===== src/rtl/core/ranging_timing_budget_calc_core_defines.svh =====
// Assertion macros shared by the core
`ifndef RANGING_TIMING_BUDGET_CALC_CORE_DEFINES_SVH
`define RANGING_TIMING_BUDGET_CALC_CORE_DEFINES_SVH

`ifndef SYNTH
`define RTBC_ASSERT_IMPL(label, clk, rst, ante, cons) \
  label: assert property (@(posedge clk) disable iff (rst) (ante) |-> (cons)) \
    else $error("%m: implication failed");
`define RTBC_ASSERT_NEXT(label, clk, rst, ante, cons) \
  label: assert property (@(posedge clk) disable iff (rst) (ante) |=> (cons)) \
    else $error("%m: next-cycle check failed");
`else
`define RTBC_ASSERT_IMPL(label, clk, rst, ante, cons)
`define RTBC_ASSERT_NEXT(label, clk, rst, ante, cons)
`endif

`endif


===== src/rtl/core/rtbc_pkg.sv =====
package rtbc_pkg;

  localparam logic [31:0] OVH_START = 32'd1910;
  localparam logic [31:0] OVH_END   = 32'd960;
  localparam logic [31:0] OVH_MSRC  = 32'd660;
  localparam logic [31:0] OVH_TCC   = 32'd590;
  localparam logic [31:0] OVH_DSS   = 32'd690;
  localparam logic [31:0] OVH_PRE   = 32'd660;
  localparam logic [31:0] OVH_FINAL = 32'd550;
  // 2304 * 1655
  localparam logic [21:0] MACRO_AB  = 22'd3813120;
  localparam logic [31:0] HALF_K    = 32'd500;
  localparam logic [9:0]  ONE_K     = 10'd1000;
  // floor(x / 1000) == (x * RECIP_K) >> RECIP_SH for any 32-bit x
  localparam logic [28:0] RECIP_K   = 29'h10624DD3;
  localparam int          RECIP_SH  = 38;
  localparam int          DIV_STEPS = 32;
  localparam logic [31:0] HIGH_MASK = 32'hFFFFFF00;

  typedef struct packed {
    logic [31:0] total;
    logic        fits;
    logic        wr;
    logic        pre;
    logic [15:0] pre_clk;
  } side_t;

  typedef struct packed {
    logic        valid;
    logic [31:0] num;
    logic [19:0] div;
    side_t       side;
  } div_in_t;

  typedef struct packed {
    logic        valid;
    logic [31:0] q;
    side_t       side;
  } enc_in_t;

  typedef struct packed {
    logic        valid;
    logic [31:0] total;
    logic        fits;
    logic [15:0] code;
    logic        wr;
  } res_t;

  // quotient reaches 4294967, so 23 bits are kept
  function automatic logic [31:0] div_k(input logic [31:0] x);
    logic [60:0] p;
    p = x * RECIP_K;
    return {9'd0, p[RECIP_SH+22:RECIP_SH]};
  endfunction

  function automatic logic [4:0] bitlen16(input logic [15:0] x);
    logic [4:0] n;
    n = 5'd0;
    for (int i = 0; i < 16; i++) begin
      if (x[i]) n = 5'(i + 1);
    end
    return n;
  endfunction

endpackage


===== src/rtl/core/rtbc_div.sv =====
module rtbc_div (
  input  logic              clk,
  input  logic              rst,
  input  logic              adv,
  input  rtbc_pkg::div_in_t din,
  output rtbc_pkg::enc_in_t dout
);
  import rtbc_pkg::*;

  // one quotient bit per stage, restoring
  logic [DIV_STEPS-1:0] v;
  logic [31:0]          num [DIV_STEPS];
  logic [31:0]          q   [DIV_STEPS];
  logic [20:0]          rem [DIV_STEPS];
  logic [19:0]          dv  [DIV_STEPS];
  side_t                sd  [DIV_STEPS];

  for (genvar k = 0; k < DIV_STEPS; k++) begin : g_step
    logic        v_in;
    logic [31:0] num_in, q_in;
    logic [20:0] rem_in, trial;
    logic [19:0] dv_in;
    side_t       sd_in;
    logic        ge;

    if (k == 0) begin : g_first
      assign v_in   = din.valid;
      assign num_in = din.num;
      assign q_in   = '0;
      assign rem_in = '0;
      assign dv_in  = din.div;
      assign sd_in  = din.side;
    end else begin : g_rest
      assign v_in   = v[k-1];
      assign num_in = num[k-1];
      assign q_in   = q[k-1];
      assign rem_in = rem[k-1];
      assign dv_in  = dv[k-1];
      assign sd_in  = sd[k-1];
    end

    assign trial = {rem_in[19:0], num_in[31]};
    assign ge    = trial >= {1'b0, dv_in};

    always_ff @(posedge clk) begin
      if (rst) v[k] <= 1'b0;
      else if (adv) v[k] <= v_in;
    end

    always_ff @(posedge clk) begin
      if (adv) begin
        num[k] <= {num_in[30:0], 1'b0};
        q[k]   <= {q_in[30:0], ge};
        rem[k] <= ge ? trial - {1'b0, dv_in} : trial;
        dv[k]  <= dv_in;
        sd[k]  <= sd_in;
      end
    end
  end

  assign dout.valid = v[DIV_STEPS-1];
  assign dout.q     = q[DIV_STEPS-1];
  assign dout.side  = sd[DIV_STEPS-1];

endmodule


===== config.mk =====
export PLATFORM = sky130hd
export DESIGN_NAME = rtbc_div
export DESIGN_NICKNAME = d
export VERILOG_FILES = /design/src/rtl/core/ranging_timing_budget_calc_core_defines.svh /design/src/rtl/core/rtbc_pkg.sv /design/src/rtl/core/rtbc_div.sv
export SDC_FILE = /design/constraint.sdc
export NUM_CORES = 2
export LEC_CHECK = 0
export BUFFER_PORTS_ARGS = -buffer_cell sky130_fd_sc_hd__buf_4
export CAP_MARGIN = 0
export CORE_MARGIN = 10
export CORE_UTILIZATION = 45
export CTS_CLUSTER_DIAMETER = 150
export DETAILED_ROUTE_END_ITERATION = 8
export GPL_ROUTABILITY_DRIVEN = 0
export PLACE_DENSITY = 0.7
export SYNTH_ARGS = -nofsm -noshare
export SYNTH_HDL_FRONTEND = slang
export SYNTH_MEMORY_MAX_BITS = 65536
export SYNTH_SLANG_ARGS = --single-unit

===== constraint.sdc =====
create_clock -name clk -period 3.5 [get_ports clk]
set_clock_uncertainty 0.2 [all_clocks]
set_input_delay 0.35 -clock clk [delete_from_list [all_inputs] [get_ports clk]]
set_output_delay 0.35 -clock clk [all_outputs]
set_load 0.05 [all_outputs]

==> reports/qor.yml <==
synth_warnings: 0
fill_cells: 27007
fin_crit_ns: 3.520
cp.arrival_ns: 3.98
synth_compound_area_share_pct: 7.214
clk_root_buffer_cell: "clkbuf_16"
layout-drive-gt1-share_pct: 13.06
synth_top_area_share_pct: 75.08
vdd_drop_max_mv: 0.4471
hold_violations: 0
synth_most_common_cell: "edfxtp_1"
syn_area_um2: 155800
fin_crit_sh_pct: 100.6
die_y_um: 608.4
grt_antenna_before_repair: 7
power.density_nw_per_um2: 816.1
ant_nets: 0
async_flop_share_pct: 0
wl_met2_um: 132600
p_leak_nw: 67.68
synth.largest_area_cell: "edfxtp_1"
yosysSeqAreaShare_pct: 75.49
syn-instance-count: 9738
grt_pass1_wl_um: 425100
worst_slew_pin_slew_ns: 0.8932
rsz0062_at_grt: "yes"
grt_pass1_vias: 82848
dr_total_vias: 81107
critPathKind: "reg -> reg"
required_ns: 3.96
synth_fp_nets: 10497
placed_cells: 14634
cts_buffer_depth: 4
min_path_type: "in -> reg"
rows: 216
insertion_delay_ns: 0.97
timing.critical_path.to_type: "flop"
synth_cell_types: 83
synth_seq_cells: 3928
holdWs_ns: 0.1082
viasPerCell: 5.194
fp.dieW_um: 608.4
multi_input_area_um2: 35150
port_buffers: 190
nets: 11462
synth_xor_area_share_pct: 2.546
yosys.area_share.simple_pct: 4.981
yosys.area_share.adder_pct: 5.380
clk_pin_slew_ns: 0.06
outcome: "complete, but fails checks"
routed.top_layer: "met4"
start_util_pct: 45.11
drt-total-wl_um: 263600
pre_cts_ws_ns: -0.1685
violations: "DRC, setup timing"
regArea_um2: 117600
cts_buffers: 401
detail_route.wl_per_cell_um: 16.88
grt_max_degree: 132
finalMaxSlewViolations: 0
die_area_um2: 370200
htree_num_levels: 5
place_hpwl_um: 171700
dr_wl_met3_um: 13670
drt_iter0_markers: 6087
synth_top_family_by_area: "compound AO/OA/AOI/OAI gates"
drv_cap: 0
synthFlopType: "edfxtp_1"
fmax_ghz: 0.2841
routedLengthMet1_um: 106500
avgSynthCellArea_um2: 16.00
cts_tree: "built"
area.growth.synth_to_final_pct: 16.52
slew_headroom_pct: 39.90
crit_path_start_kind: "flop"
core_um2: 345400
synth_edf_count: 3896
instances_no_fill: 15615
drtPass1Iterations: 9
ios: 191
grt_use_total_pct: 13.66
overflow: 0
fin_ws_ns: -0.01991
reg2reg_slack_ns: -0.02
finalSetupViolCount: 1
synth_common_cells: "edfxtp_1, inv_1, ha_1"
drc: 1
muxShareOfSynthArea_pct: 2.064
synth.area.top_cells: "edfxtp_1, ha_1, inv_1"
clkSinkCount: 3928
crit_path_max_fanout: 3
[registers in the layout, summed over array words and instances (netlist names)]
signal / flops
dout: 1
dv: 620
g_step.v_in: 31
num: 496
q: 528
rem: 620
sd: 1632
[layout make-up]
type / instances / area share (%)
repair buffers: 695 / 3.686
multi-input cells: 4862 / 19.36
well taps: 4578 / 3.155
clock inverters: 259 / 1.560
inverters: 815 / 1.686
clock buffers: 476 / 5.757
diodes: 2 / 0.002757
flip-flops and latches: 3928 / 64.79
[worst max-delay path, cell delays in order (launching register included)]
cell	delay [ns]
edfxtp_1	0.39
ha_1	0.34
nor2b_4	0.14
o31a_1	0.30
o31a_1	0.28
o31a_1	0.27
o31a_1	0.31
a221o_1	0.37
a31oi_4	0.25
buf_6	0.13
inv_4	0.03
mux2_4	0.28
[per-stage QoR]
step / TNS [ns] / util [%] / power (mW) / area (um2)
after detailed placement: -5.365 / 47.87 / 104.4 / 165300
after global routing: -1.035 / 52.57 / 156.4 / 181600
after CTS: -0.02936 / 52.35 / 148.0 / 180800
after floorplan: 0 / - / 92.81 / 155800
final: -0.01991 / 52.57 / 148.2 / 181600
after global placement: -1.545 / 47.87 / 102.3 / 165300
[cells by family (layout without fill, tap and decap cells)]
group                    after synthesis  in the layout
AND/OR/NAND/NOR                     1644           1644
other                                  0              2
adder cells (fa/ha/maj)              652            652
AO/OA/AOI/OAI                       1821           1821
flip-flops                          3928           3928
multiplexers                         292            292
buffers and inverters                948           2245
XOR/XNOR                             453            453
[power by group]
part / internal (mW) / switching (mW) / leakage, nW
clock: 24.9 / 17.5 / 6.47
combinational: 18.9 / 22.8 / 22.9
sequential: 60.7 / 3.22 / 38.3
total: 105 / 43.6 / 67.7
[what timing repair did]
action	in CTS	in global routing
pin swaps	4	24
buffers inserted	4	24
hold endpoints to repair	360	0
endpoints found under the setup margin	93	340
resized for setup	14	131
hold buffers	210	0
cloned	1	6
[worst paths after layout]
| kind | startpoint | to | cells past startpoint |
|---|---|---|---|
| worst max register to register | rem[1][210] | rem[1][246] | 11 |
| worst min-delay path | rst | g_step[29].v_in | 3 |
| worst max-delay path | rem[1][210] | rem[1][246] | 11 |
| worst min register to register | q[12][24] | q[12][57] | 0 |
[layout by cell type, fill, tap and decap left out, types with 80 or more instances in the layout]
| cell | count |
|---|---|
| nor2_1 | 506 |
| nand2_1 | 406 |
| clkbuf_16 | 410 |
| o21a_1 | 103 |
| edfxtp_1 | 3896 |
| dlygate4sd3_1 | 210 |
| nor2b_1 | 103 |
| o21ai_0 | 456 |
| nor3_1 | 142 |
| xnor2_1 | 284 |
| a21o_1 | 195 |
| nand3_1 | 107 |
| buf_4 | 407 |
| ha_1 | 618 |
| mux2_2 | 223 |
| a21oi_1 | 536 |
| clkinv_1 | 80 |
| xor2_1 | 169 |
| nand2b_1 | 81 |
| inv_1 | 814 |
[per-layer routing]
metal,vias up,GRT usage (%)
li1,38684,-
met1,39414,16.54
met2,2247,24.22
met3,762,2.557
met4,0,5.274
met5,-,0
No activity file was read; power rests on OpenSTA's default activity.
