`config.mk`:
```
export PLATFORM = sky130hd
export DESIGN_NAME = rtbc_enc
export DESIGN_NICKNAME = d
export VERILOG_FILES = /design/src/rtl/core/ranging_timing_budget_calc_core_defines.svh /design/src/rtl/core/rtbc_pkg.sv /design/src/rtl/core/rtbc_enc.sv
export SDC_FILE = /design/constraint.sdc
export NUM_CORES = 1
export LEC_CHECK = 0
export BUFFER_PORTS_ARGS = -buffer_cell sky130_fd_sc_hd__buf_4
export CAP_MARGIN = 0
export CORE_MARGIN = 3
export CORE_UTILIZATION = 58
export DETAILED_ROUTE_END_ITERATION = 10
export PLACE_DENSITY = 0.87
export REMOVE_ABC_BUFFERS = 1
export SLEW_MARGIN = 20
export SYNTH_ARGS = -nofsm -noshare
export SYNTH_HDL_FRONTEND = slang
export SYNTH_SLANG_ARGS = --single-unit
```
`constraint.sdc`:
```
create_clock -name clk -period 7.8 [get_ports clk]
set_input_delay 2.34 -clock clk [delete_from_list [all_inputs] [get_ports clk]]
set_output_delay 2.34 -clock clk [all_outputs]
set_load 0.05 [all_outputs]
```
`src/rtl/core/ranging_timing_budget_calc_core_defines.svh`:
```
// Assertion macros shared by the core
`ifndef RANGING_TIMING_BUDGET_CALC_CORE_DEFINES_SVH
`define RANGING_TIMING_BUDGET_CALC_CORE_DEFINES_SVH

`ifndef SYNTH
`define RTBC_ASSERT_IMPL(label, clk, rst, ante, cons) \
  label: assert property (@(posedge clk) disable iff (rst) (ante) |-> (cons)) \
    else $error("%m: implication failed");
`define RTBC_ASSERT_NEXT(label, clk, rst, ante, cons) \
  label: assert property (@(posedge clk) disable iff (rst) (ante) |=> (cons)) \
    else $error("%m: next-cycle check failed");
`else
`define RTBC_ASSERT_IMPL(label, clk, rst, ante, cons)
`define RTBC_ASSERT_NEXT(label, clk, rst, ante, cons)
`endif

`endif

```
`src/rtl/core/rtbc_pkg.sv`:
```
package rtbc_pkg;

  localparam logic [31:0] OVH_START = 32'd1910;
  localparam logic [31:0] OVH_END   = 32'd960;
  localparam logic [31:0] OVH_MSRC  = 32'd660;
  localparam logic [31:0] OVH_TCC   = 32'd590;
  localparam logic [31:0] OVH_DSS   = 32'd690;
  localparam logic [31:0] OVH_PRE   = 32'd660;
  localparam logic [31:0] OVH_FINAL = 32'd550;
  // 2304 * 1655
  localparam logic [21:0] MACRO_AB  = 22'd3813120;
  localparam logic [31:0] HALF_K    = 32'd500;
  localparam logic [9:0]  ONE_K     = 10'd1000;
  // floor(x / 1000) == (x * RECIP_K) >> RECIP_SH for any 32-bit x
  localparam logic [28:0] RECIP_K   = 29'h10624DD3;
  localparam int          RECIP_SH  = 38;
  localparam int          DIV_STEPS = 32;
  localparam logic [31:0] HIGH_MASK = 32'hFFFFFF00;

  typedef struct packed {
    logic [31:0] total;
    logic        fits;
    logic        wr;
    logic        pre;
    logic [15:0] pre_clk;
  } side_t;

  typedef struct packed {
    logic        valid;
    logic [31:0] num;
    logic [19:0] div;
    side_t       side;
  } div_in_t;

  typedef struct packed {
    logic        valid;
    logic [31:0] q;
    side_t       side;
  } enc_in_t;

  typedef struct packed {
    logic        valid;
    logic [31:0] total;
    logic        fits;
    logic [15:0] code;
    logic        wr;
  } res_t;

  // quotient reaches 4294967, so 23 bits are kept
  function automatic logic [31:0] div_k(input logic [31:0] x);
    logic [60:0] p;
    p = x * RECIP_K;
    return {9'd0, p[RECIP_SH+22:RECIP_SH]};
  endfunction

  function automatic logic [4:0] bitlen16(input logic [15:0] x);
    logic [4:0] n;
    n = 5'd0;
    for (int i = 0; i < 16; i++) begin
      if (x[i]) n = 5'(i + 1);
    end
    return n;
  endfunction

endpackage

```
`src/rtl/core/rtbc_enc.sv`:
```
module rtbc_enc (
  input  logic              clk,
  input  logic              rst,
  input  logic              adv,
  input  rtbc_pkg::enc_in_t din,
  output rtbc_pkg::res_t    res
);
  import rtbc_pkg::*;

  // stage a: add back pre-range clocks, bit length of each half
  logic        va;
  side_t       sda;
  logic [31:0] lsa;
  logic        zero_a, hi_nz_a;
  logic [4:0]  blh_a, bll_a;

  logic [31:0] clk_sum, ls;
  logic [5:0]  bl;
  logic [5:0]  ms;
  logic [31:0] shifted;
  logic [15:0] code;

  always_comb begin
    clk_sum = din.side.pre ? din.q + {16'd0, din.side.pre_clk} : din.q;
    ls = clk_sum - 32'd1;
  end

  always_comb begin
    bl = hi_nz_a ? 6'd16 + {1'b0, blh_a} : {1'b0, bll_a};
    ms = ((lsa & HIGH_MASK) != 32'd0) ? bl - 6'd8 : 6'd0;
    shifted = lsa >> ms;
    code = zero_a ? 16'd0 : {2'b00, ms, shifted[7:0]};
  end

  always_ff @(posedge clk) begin
    if (rst) begin
      va <= 1'b0;
      res.valid <= 1'b0;
    end else if (adv) begin
      va <= din.valid;
      res.valid <= va;
    end
  end

  always_ff @(posedge clk) begin
    if (adv) begin
      sda <= din.side;
      lsa <= ls;
      zero_a <= clk_sum == 32'd0;
      hi_nz_a <= ls[31:16] != 16'd0;
      blh_a <= bitlen16(ls[31:16]);
      bll_a <= bitlen16(ls[15:0]);

      res.total <= sda.total;
      res.fits  <= sda.fits;
      res.wr    <= sda.wr;
      res.code  <= sda.wr ? code : 16'd0;
    end
  end

endmodule

```
==> results of run 1 <==
-- per-layer routing --
metal | up-vias | share of wire, % | routed length (um)
met5 | - | 0 | 0
met4 | 0 | 1.0 | 194
met3 | 21 | 6.0 | 1120
met2 | 220 | 49 | 9260
met1 | 3061 | 44 | 8150
li1 | 3152 | - | -
-- worst paths after layout --
kind	to	slack, ps
max reg2reg	res[4]	4030
min reg2reg	res[48]	410
min	res[48]	410
max	hi_nz_a	1310
-- cells by family after synthesis --
logic type      share of synthesized area (%)
buf+inv                                  3.14
mux                                      11.4
other cells                            0.0452
fa+ha+maj                                3.11
flops                                    46.1
simple gates                             14.6
compound gates                           16.0
xor+xnor                                 5.61
-- through the flow --
| step | power, W | util [%] |
|---|---|---|
| floorplan | 0.00125 | - |
| global placement | 0.00139 | 67.7 |
| detailed placement | 0.00141 | 67.7 |
| CTS | 0.00221 | 72.0 |
| global route | 0.00229 | 72.0 |
| finish | 0.00220 | 72.0 |
-- flip-flops by register name (all words and copies together), names as in the netlist --
register  cells
res          49
sda          34
lsa          32
blh_a         5
bll_a         5
hi_nz_a       1
va            1
zero_a        1
-- worst max-delay path: stages --
cell and delay, ps:
buf_4 80, ha_1 190, inv_1 60, fa_1 420, nand2b_1 220, a21oi_2 310, o21bai_1 210, a211oi_2 400
xnor2_1 270, a2bb2oi_2 160, or4_4 600, nor4_4 300, mux2i_2 360, xnor2_4 140, nor4b_1 470, nand3_1 120
-- power by group through the flow --
stage / Sequential [W] / Combinational, W / Clock (W)
2_1_floorplan: 0.000922 / 0.000331 / 0
3_3_place_gp: 0.000865 / 0.000529 / 0
3_5_place_dp: 0.000870 / 0.000541 / 0
4_1_cts: 0.000859 / 0.000545 / 0.000801
5_1_grt: 0.000864 / 0.000598 / 0.000830
6_report: 0.000858 / 0.000552 / 0.000787
-- cells in the final DEF, fill, tap and decap left out, types with 5 or more instances in the layout --
cell type and instances:
o2111ai_1 6, nor3_1 16, nand3b_1 7, nor4_1 11, clkbuf_16 17, a21oi_1 26, o21ai_0 31, buf_4 138
nand2b_1 10, a21o_1 6, xor2_1 16, edfxtp_1 126, nand4_1 10, xnor2_1 34, mux2i_1 82, or2_2 5
nand2_1 42, o21a_1 6, and3_1 18, ha_1 19, nor2b_1 6, a31oi_1 5, nand3_1 12, a211oi_1 12
o211ai_1 8, inv_1 29, a221oi_1 11, mux2_2 10, nor2_1 46, or3_1 7
-- area by class of cell --
class                           count  area, um^2  share of cell area, %
Clock inverter                     14         164                   1.63
Multi-Input combinational cell    559        4240                   42.3
Inverter                           29         109                   1.09
Tap cell                          180         225                   2.25
Timing Repair Buffer              138        1040                   10.3
Clock buffer                       18         429                   4.28
Sequential cell                   128        3820                   38.1
==> results_tabular.tex, run 1 <==
\begin{tabular}{lr}
\hline
Metric & Value \\
\hline
\multicolumn{2}{l}{\textbf{Global route}} \\
\quad Number of global-route vias before repair & 6,215 \\
\quad Global routing usage on met3 & 4.19\% \\
\quad Overflow left after global routing & 0 \\
\quad Antenna violations before repair & 0 \\
\quad Busiest grt layer & met2 \\
\quad Maximum number of pins on one net before global-route repair & 86 \\
\quad Overall Global Routing Usage & 23.5\% \\
\quad Met2 demand-to-capacity share in global routing & 39.8\% \\
\quad Global routing usage on met1 & 30.9\% \\
\quad First-pass GRT wire length & 30,500 um \\
\multicolumn{2}{l}{\textbf{Placed design}} \\
\quad Placed wire-length estimate after detailed placement & 13,500 um \\
\quad Number of placed cells counting well taps & 1,034 \\
\quad Worst Setup Slack post-DPL & 924 ps \\
\quad Post-placement cell area & 0.00943 mm\^{}2 \\
\quad RD Place Congestion & 0.912 \\
\quad Count of input and output buffers & 135 \\
\multicolumn{2}{l}{\textbf{Layout}} \\
\quad Count of placed standard cells in the final layout, fillers left out & 1,066 \\
\quad Fraction of final layout cells sized beyond drive strength 1 & 24.4\% \\
\quad Area of all placed cells without fillers & 0.0100 mm\^{}2 \\
\quad FILL cells & 979 \\
\quad Nets & 980 \\
\quad Post-synthesis to final-layout area growth & 20.9\% \\
\quad Antenna Diode Count & 0 \\
\multicolumn{2}{l}{\textbf{STA}} \\
\quad Setup repair after global routing missed its margin & false \\
\quad Setup TNS & 0 ps \\
\quad Final worst setup slack & 1310 ps \\
\quad Final hold violations & 0 \\
\quad Worst hold-check slack & 408 ps \\
\quad Crit path time final & 6490 ps \\
\quad Relative max-transition margin & 29.6\% \\
\quad Peak Freq & 154 MHz \\
\quad Number of failing setup endpoints in the final timing report & 0 \\
\quad Worst-Margin Slew & 1060 ps \\
\quad Final cycle utilization of the critical path & 83.2\% \\
\quad Clock Skews & 15.2 ps \\
\quad Number of pins with negative max-slew slack in the final report & 0 \\
\multicolumn{2}{l}{\textbf{Detailed routing}} \\
\quad Via count of the routed design & 6,454 \\
\quad Post-DR wirelength/cell & 17.6 um \\
\quad DRT antenna net count & 0 \\
\quad Post-route DRC & 0 \\
\quad Total iterations of the first detailed-routing run & 7 \\
\quad Routed wire length & 18,700 um \\
\quad Number of DRC violations after detailed-routing iteration 0 & 424 \\
\quad Mean number of vias per cell & 6.05 \\
\multicolumn{2}{l}{\textbf{Outcome}} \\
\quad Result of the run & complete, no violations \\
\multicolumn{2}{l}{\textbf{Clock tree}} \\
\quad Number of buffers added by the clock tree synthesis step & 17 \\
\quad Number of clock sinks & 128 \\
\quad Clk pin slew, worst setup/hold paths & 70 ps \\
\quad Latest clock arrival within the worst-skew pair & 420 ps \\
\quad CTS Hold Bufs & 0 \\
\quad Cells resized by post-CTS repair & 0 \\
\quad CTS tree & yes \\
\quad Max H-tree Level & 4 \\
\quad Count of buffers added by post-CTS timing repair for setup & 0 \\
\quad Number of buffers on the longest clock path & 2 \\
\quad Cell at the root of the clock tree & clkbuf\_16 \\
\multicolumn{2}{l}{\textbf{Worst setup path}} \\
\quad Endpoint arrival time on the critical path & 6630 ps \\
\quad Logic depth of the worst register-to-register path & 7 \\
\quad Critical path startpoint & din[0] \\
\quad Startpoint Class & input port \\
\quad Kind of capture point of the worst setup path & flip-flop \\
\quad Worst Path Required & 7940 ps \\
\quad FF-to-FF Start & lsa[15] \\
\quad CP Class & input port to flip-flop \\
\quad Peak fanout along the critical path & 8 \\
\multicolumn{2}{l}{\textbf{Synthesis}} \\
\quad Cell taking the most area after synthesis & edfxtp\_1 \\
\quad Cell Area, Synth & 0.00829 mm\^{}2 \\
\quad Fraction of registers with async set/reset & 0\% \\
\quad Proportion of synthesized chip area in sequential cells & 46.1\% \\
\quad Synth Warn \# & 0 \\
\quad Post-synthesis register bit count & 128 \\
\quad Most repeated cell in the gate-level netlist after synthesis & edfxtp\_1 \\
\quad Post-synth top cells & edfxtp\_1 (126), mux2i\_1 (82), nor2\_1 (46) \\
\quad Count of flip-flops with a built-in enable after synthesis & 126 \\
\quad Most area-consuming cells after synthesis & edfxtp\_1 (46\%), mux2i\_1 (9.9\%), xnor2\_1 (3.6\%) \\
\quad Gate count of the mapped netlist & 747 \\
\quad Dominant synthesized flop cell & edfxtp\_1 \\
\quad Yosys top cell area share & 45.6\% \\
\quad Syn\_area\_per\_cell & 11.1 um\^{}2 \\
\quad Synth unique cells & 85 \\
\multicolumn{2}{l}{\textbf{Min path}} \\
\quad Start point of the worst hold path & sda[49] \\
\quad Path class of the lowest-slack min-delay path & flip-flop to flip-flop \\
\quad Number of cells on the worst hold path & 0 \\
\multicolumn{2}{l}{\textbf{Floorplanning}} \\
\quad Floorplan Core Area & 0.0139 mm\^{}2 \\
\quad Overall die area & 0.0158 mm\^{}2 \\
\quad Die width & 126 um \\
\quad FP Rows & 43 \\
\quad Starting Density & 59.5\% \\
\quad I/O pins & 138 \\
\quad Die Span Y & 126 um \\
\multicolumn{2}{l}{\textbf{Power and ir drop}} \\
\quad Cell-internal power & 0.00154 W \\
\quad Comb pwr share & 25.1\% \\
\quad Fraction of power consumed by sequential logic & 39.1\% \\
\quad Clock Power Share & 35.8\% \\
\quad Switching share of total power & 29.8\% \\
\quad Standby leakage power & 3.96 nW \\
\quad Switching power of the nets & 0.000654 W \\
\quad Worst voltage drop across the vdd grid & 139 uV \\
\quad PwrDens & 219 mW/mm\^{}2 \\
\multicolumn{2}{l}{\textbf{Flow run}} \\
\quad Maximum capacitance violations & 0 \\
\hline
\end{tabular}
(Power assumes the default switching activity.)
==> run 2: changes to the inputs <==
--- a/config.mk
+++ b/config.mk
@@ -8,9 +8,9 @@
 export BUFFER_PORTS_ARGS = -buffer_cell sky130_fd_sc_hd__buf_4
 export CAP_MARGIN = 0
 export CORE_MARGIN = 3
-export CORE_UTILIZATION = 58
+export CORE_UTILIZATION = 52
 export DETAILED_ROUTE_END_ITERATION = 10
-export PLACE_DENSITY = 0.87
+export PLACE_DENSITY = 0.82
 export REMOVE_ABC_BUFFERS = 1
 export SLEW_MARGIN = 20
 export SYNTH_ARGS = -nofsm -noshare
==> constraint.sdc (replaced) <==
create_clock -name clk -period 5.9 [get_ports clk]
set_input_delay 1.77 -clock clk [delete_from_list [all_inputs] [get_ports clk]]
set_output_delay 1.77 -clock clk [all_outputs]
set_load 0.05 [all_outputs]
==> results_tabular.tex, run 2 (synthesized netlist as in run 1, its figures left out) <==
\begin{tabular}{lr}
\hline
Metric & Value \\
\hline
\multicolumn{2}{l}{\textbf{Outcome}} \\
\quad Result of the run & complete, no violations (unchanged) \\
\multicolumn{2}{l}{\textbf{Floorplanning}} \\
\quad I/O pins & 138 (unchanged) \\
\quad FP Rows & 45 (was 43) \\
\quad Die width & 132 um (was 126 um) \\
\quad Overall die area & 0.0175 mm\^{}2 (was 0.0158 mm\^{}2) \\
\quad Floorplan Core Area & 0.0154 mm\^{}2 (was 0.0139 mm\^{}2) \\
\quad Starting Density & 53.8\% (was 59.5\%) \\
\quad Die Span Y & 132 um (was 126 um) \\
\multicolumn{2}{l}{\textbf{Detailed routing}} \\
\quad Post-route DRC & 0 (unchanged) \\
\quad DRT antenna net count & 0 (unchanged) \\
\quad Mean number of vias per cell & 5.67 (was 6.05) \\
\quad Via count of the routed design & 6,353 (was 6,454) \\
\quad Routed wire length & 17,700 um (was 18,700 um) \\
\quad Total iterations of the first detailed-routing run & 4 (was 7) \\
\quad Number of DRC violations after detailed-routing iteration 0 & 310 (was 424) \\
\quad Post-DR wirelength/cell & 15.8 um (was 17.6 um) \\
\multicolumn{2}{l}{\textbf{Clock tree}} \\
\quad Number of clock sinks & 128 (unchanged) \\
\quad Number of buffers on the longest clock path & 2 (unchanged) \\
\quad Count of buffers added by post-CTS timing repair for setup & 0 (unchanged) \\
\quad Clk pin slew, worst setup/hold paths & 60 ps (was 70 ps) \\
\quad Latest clock arrival within the worst-skew pair & 410 ps (was 420 ps) \\
\quad Cells resized by post-CTS repair & 0 (unchanged) \\
\quad Number of buffers added by the clock tree synthesis step & 17 (unchanged) \\
\quad Max H-tree Level & 4 (unchanged) \\
\quad CTS tree & yes (unchanged) \\
\quad CTS Hold Bufs & 0 (unchanged) \\
\quad Cell at the root of the clock tree & clkbuf\_16 (unchanged) \\
\multicolumn{2}{l}{\textbf{Layout}} \\
\quad FILL cells & 1,233 (was 979) \\
\quad Registers with the most flip-flops & res (49), sda (34), lsa (32) (unchanged) \\
\quad Register with the most flip-flops & res (unchanged) \\
\quad Flip-flop count of the largest register, all copies and words added & 49 (unchanged) \\
\quad Post-layout util & 66.3\% (was 72.0\%) \\
\quad Most frequent standard cell in the layout excluding fill and tap cells & buf\_4 (unchanged) \\
\quad Fraction of final layout cells sized beyond drive strength 1 & 26.6\% (was 24.4\%) \\
\quad Post-synthesis to final-layout area growth & 23.4\% (was 20.9\%) \\
\quad Antenna Diode Count & 0 (unchanged) \\
\quad Most frequent cells in the layout & buf\_4 (160), edfxtp\_1 (126), mux2i\_1 (82) (was buf\_4 (138), edfxtp\_1 (126), mux2i\_1 (82)) \\
\quad Nets & 1,004 (was 980) \\
\multicolumn{2}{l}{\textbf{Worst setup path}} \\
\quad Flop2flop setup slack & 2350 ps (was 4030 ps) \\
\quad Peak fanout along the critical path & 7 (was 8) \\
\quad Kind of capture point of the worst setup path & flip-flop (unchanged) \\
\quad CP Class & input port to flip-flop (unchanged) \\
\quad Worst Path Required & 6030 ps (was 7940 ps) \\
\quad Startpoint Class & input port (unchanged) \\
\quad Endpoint arrival time on the critical path & 5730 ps (was 6630 ps) \\
\multicolumn{2}{l}{\textbf{STA}} \\
\quad Relative max-transition margin & 30.5\% (was 29.6\%) \\
\quad Setup repair after global routing missed its margin & false (unchanged) \\
\quad Clock Skews & 6.26 ps (was 15.2 ps) \\
\quad Final cycle utilization of the critical path & 94.8\% \\
\quad Peak Freq & 179 MHz \\
\quad Number of pins with negative max-slew slack in the final report & 0 (unchanged) \\
\quad Worst hold-check slack & 416 ps (was 408 ps) \\
\quad Crit path time final & 5590 ps \\
\quad Number of failing setup endpoints in the final timing report & 0 (unchanged) \\
\quad Final hold violations & 0 (unchanged) \\
\quad Worst-Margin Slew & 1040 ps (was 1060 ps) \\
\multicolumn{2}{l}{\textbf{Global route}} \\
\quad Overall Global Routing Usage & 19.8\% (was 23.5\%) \\
\quad Maximum number of pins on one net before global-route repair & 64 (was 86) \\
\quad Antenna violations before repair & 0 (unchanged) \\
\quad Overflow left after global routing & 0 (unchanged) \\
\quad Number of global-route vias before repair & 6,047 (was 6,215) \\
\quad First-pass GRT wire length & 28,700 um (was 30,500 um) \\
\multicolumn{2}{l}{\textbf{Flow run}} \\
\quad Maximum capacitance violations & 0 (unchanged) \\
\multicolumn{2}{l}{\textbf{Min path}} \\
\quad Path class of the lowest-slack min-delay path & flip-flop to flip-flop (unchanged) \\
\multicolumn{2}{l}{\textbf{Power and ir drop}} \\
\quad PwrDens & 272 mW/mm\^{}2 (was 219 mW/mm\^{}2) \\
\quad Worst voltage drop across the vdd grid & 211 uV (was 139 uV) \\
\quad Standby leakage power & 4.05 nW (was 3.96 nW) \\
\multicolumn{2}{l}{\textbf{Placed design}} \\
\quad Placed wire-length estimate after detailed placement & 13,600 um (was 13,500 um) \\
\quad Count of input and output buffers & 135 (unchanged) \\
\quad RD Place Congestion & 0.947 (was 0.912) \\
\hline
\end{tabular}
-- run 2: layout make-up --
class | instances | area (um^2) | share of cell area, %
Multi-Input combinational cell | 559 | 4240 | 41.4
Sequential cell | 128 | 3820 | 37.4
Timing Repair Buffer | 162 | 1260 | 12.3
Clock buffer | 17 | 425 | 4.16
Tap cell | 211 | 264 | 2.58
Clock inverter | 15 | 113 | 1.10
Inverter | 29 | 109 | 1.06
-- run 2: path summary, 6_finish.rpt --
path,from,cells after the start,end
setup / recovery,din[0],17,hi_nz_a
hold / removal,sda[23],0,res[22]
setup reg to reg,lsa[26],9,res[8]
hold reg to reg,sda[23],0,res[22]
-- run 2: report_power, final --
group          leakage, nW  switching [W]  total [W]  internal (W)
registers             1.26      0.0000330    0.00113       0.00110
logic                 2.54       0.000446   0.000748      0.000302
clock network        0.250       0.000373   0.000910      0.000537
-- run 2: metal layers --
metal / vias to the layer above / wire, um / track usage, %
met5: - / 0 / 0
met1: 2926 / 8070 / 26.3
met4: 0 / 295 / 7.10
met2: 204 / 8410 / 33.3
met3: 26 / 890 / 2.75
li1: 3197 / - / -
-- run 2: critical path, stage by stage --
cell       delay (ps)
buf_4             110
ha_1              220
inv_1              80
fa_1              220
nand2b_1          180
a21oi_2           100
o21bai_1          360
a211oi_2          160
buf_4             170
o31a_1            250
a2bb2oi_2         170
or4_4             590
nor4_4            290
mux2i_2           350
xnor2_4           130
nor4b_1           470
nand3_1           120
-- run 2: through the flow --
step | setup slack (ps) | TNS, ps | instance area (um^2) | power [W] | cells
after global routing | 37.4 | 0 | 10200 | 0.00292 | 1121
final | 306 | 0 | 10200 | 0.00279 | 1121
after floorplan | 141 | 0 | 8150 | 0.00166 | 716
after detailed placement | -104 | -141 | 9640 | 0.00188 | 1087
after CTS | 322 | 0 | 10200 | 0.00279 | 1119
after global placement | 84.0 | 0 | 9640 | 0.00186 | 1087
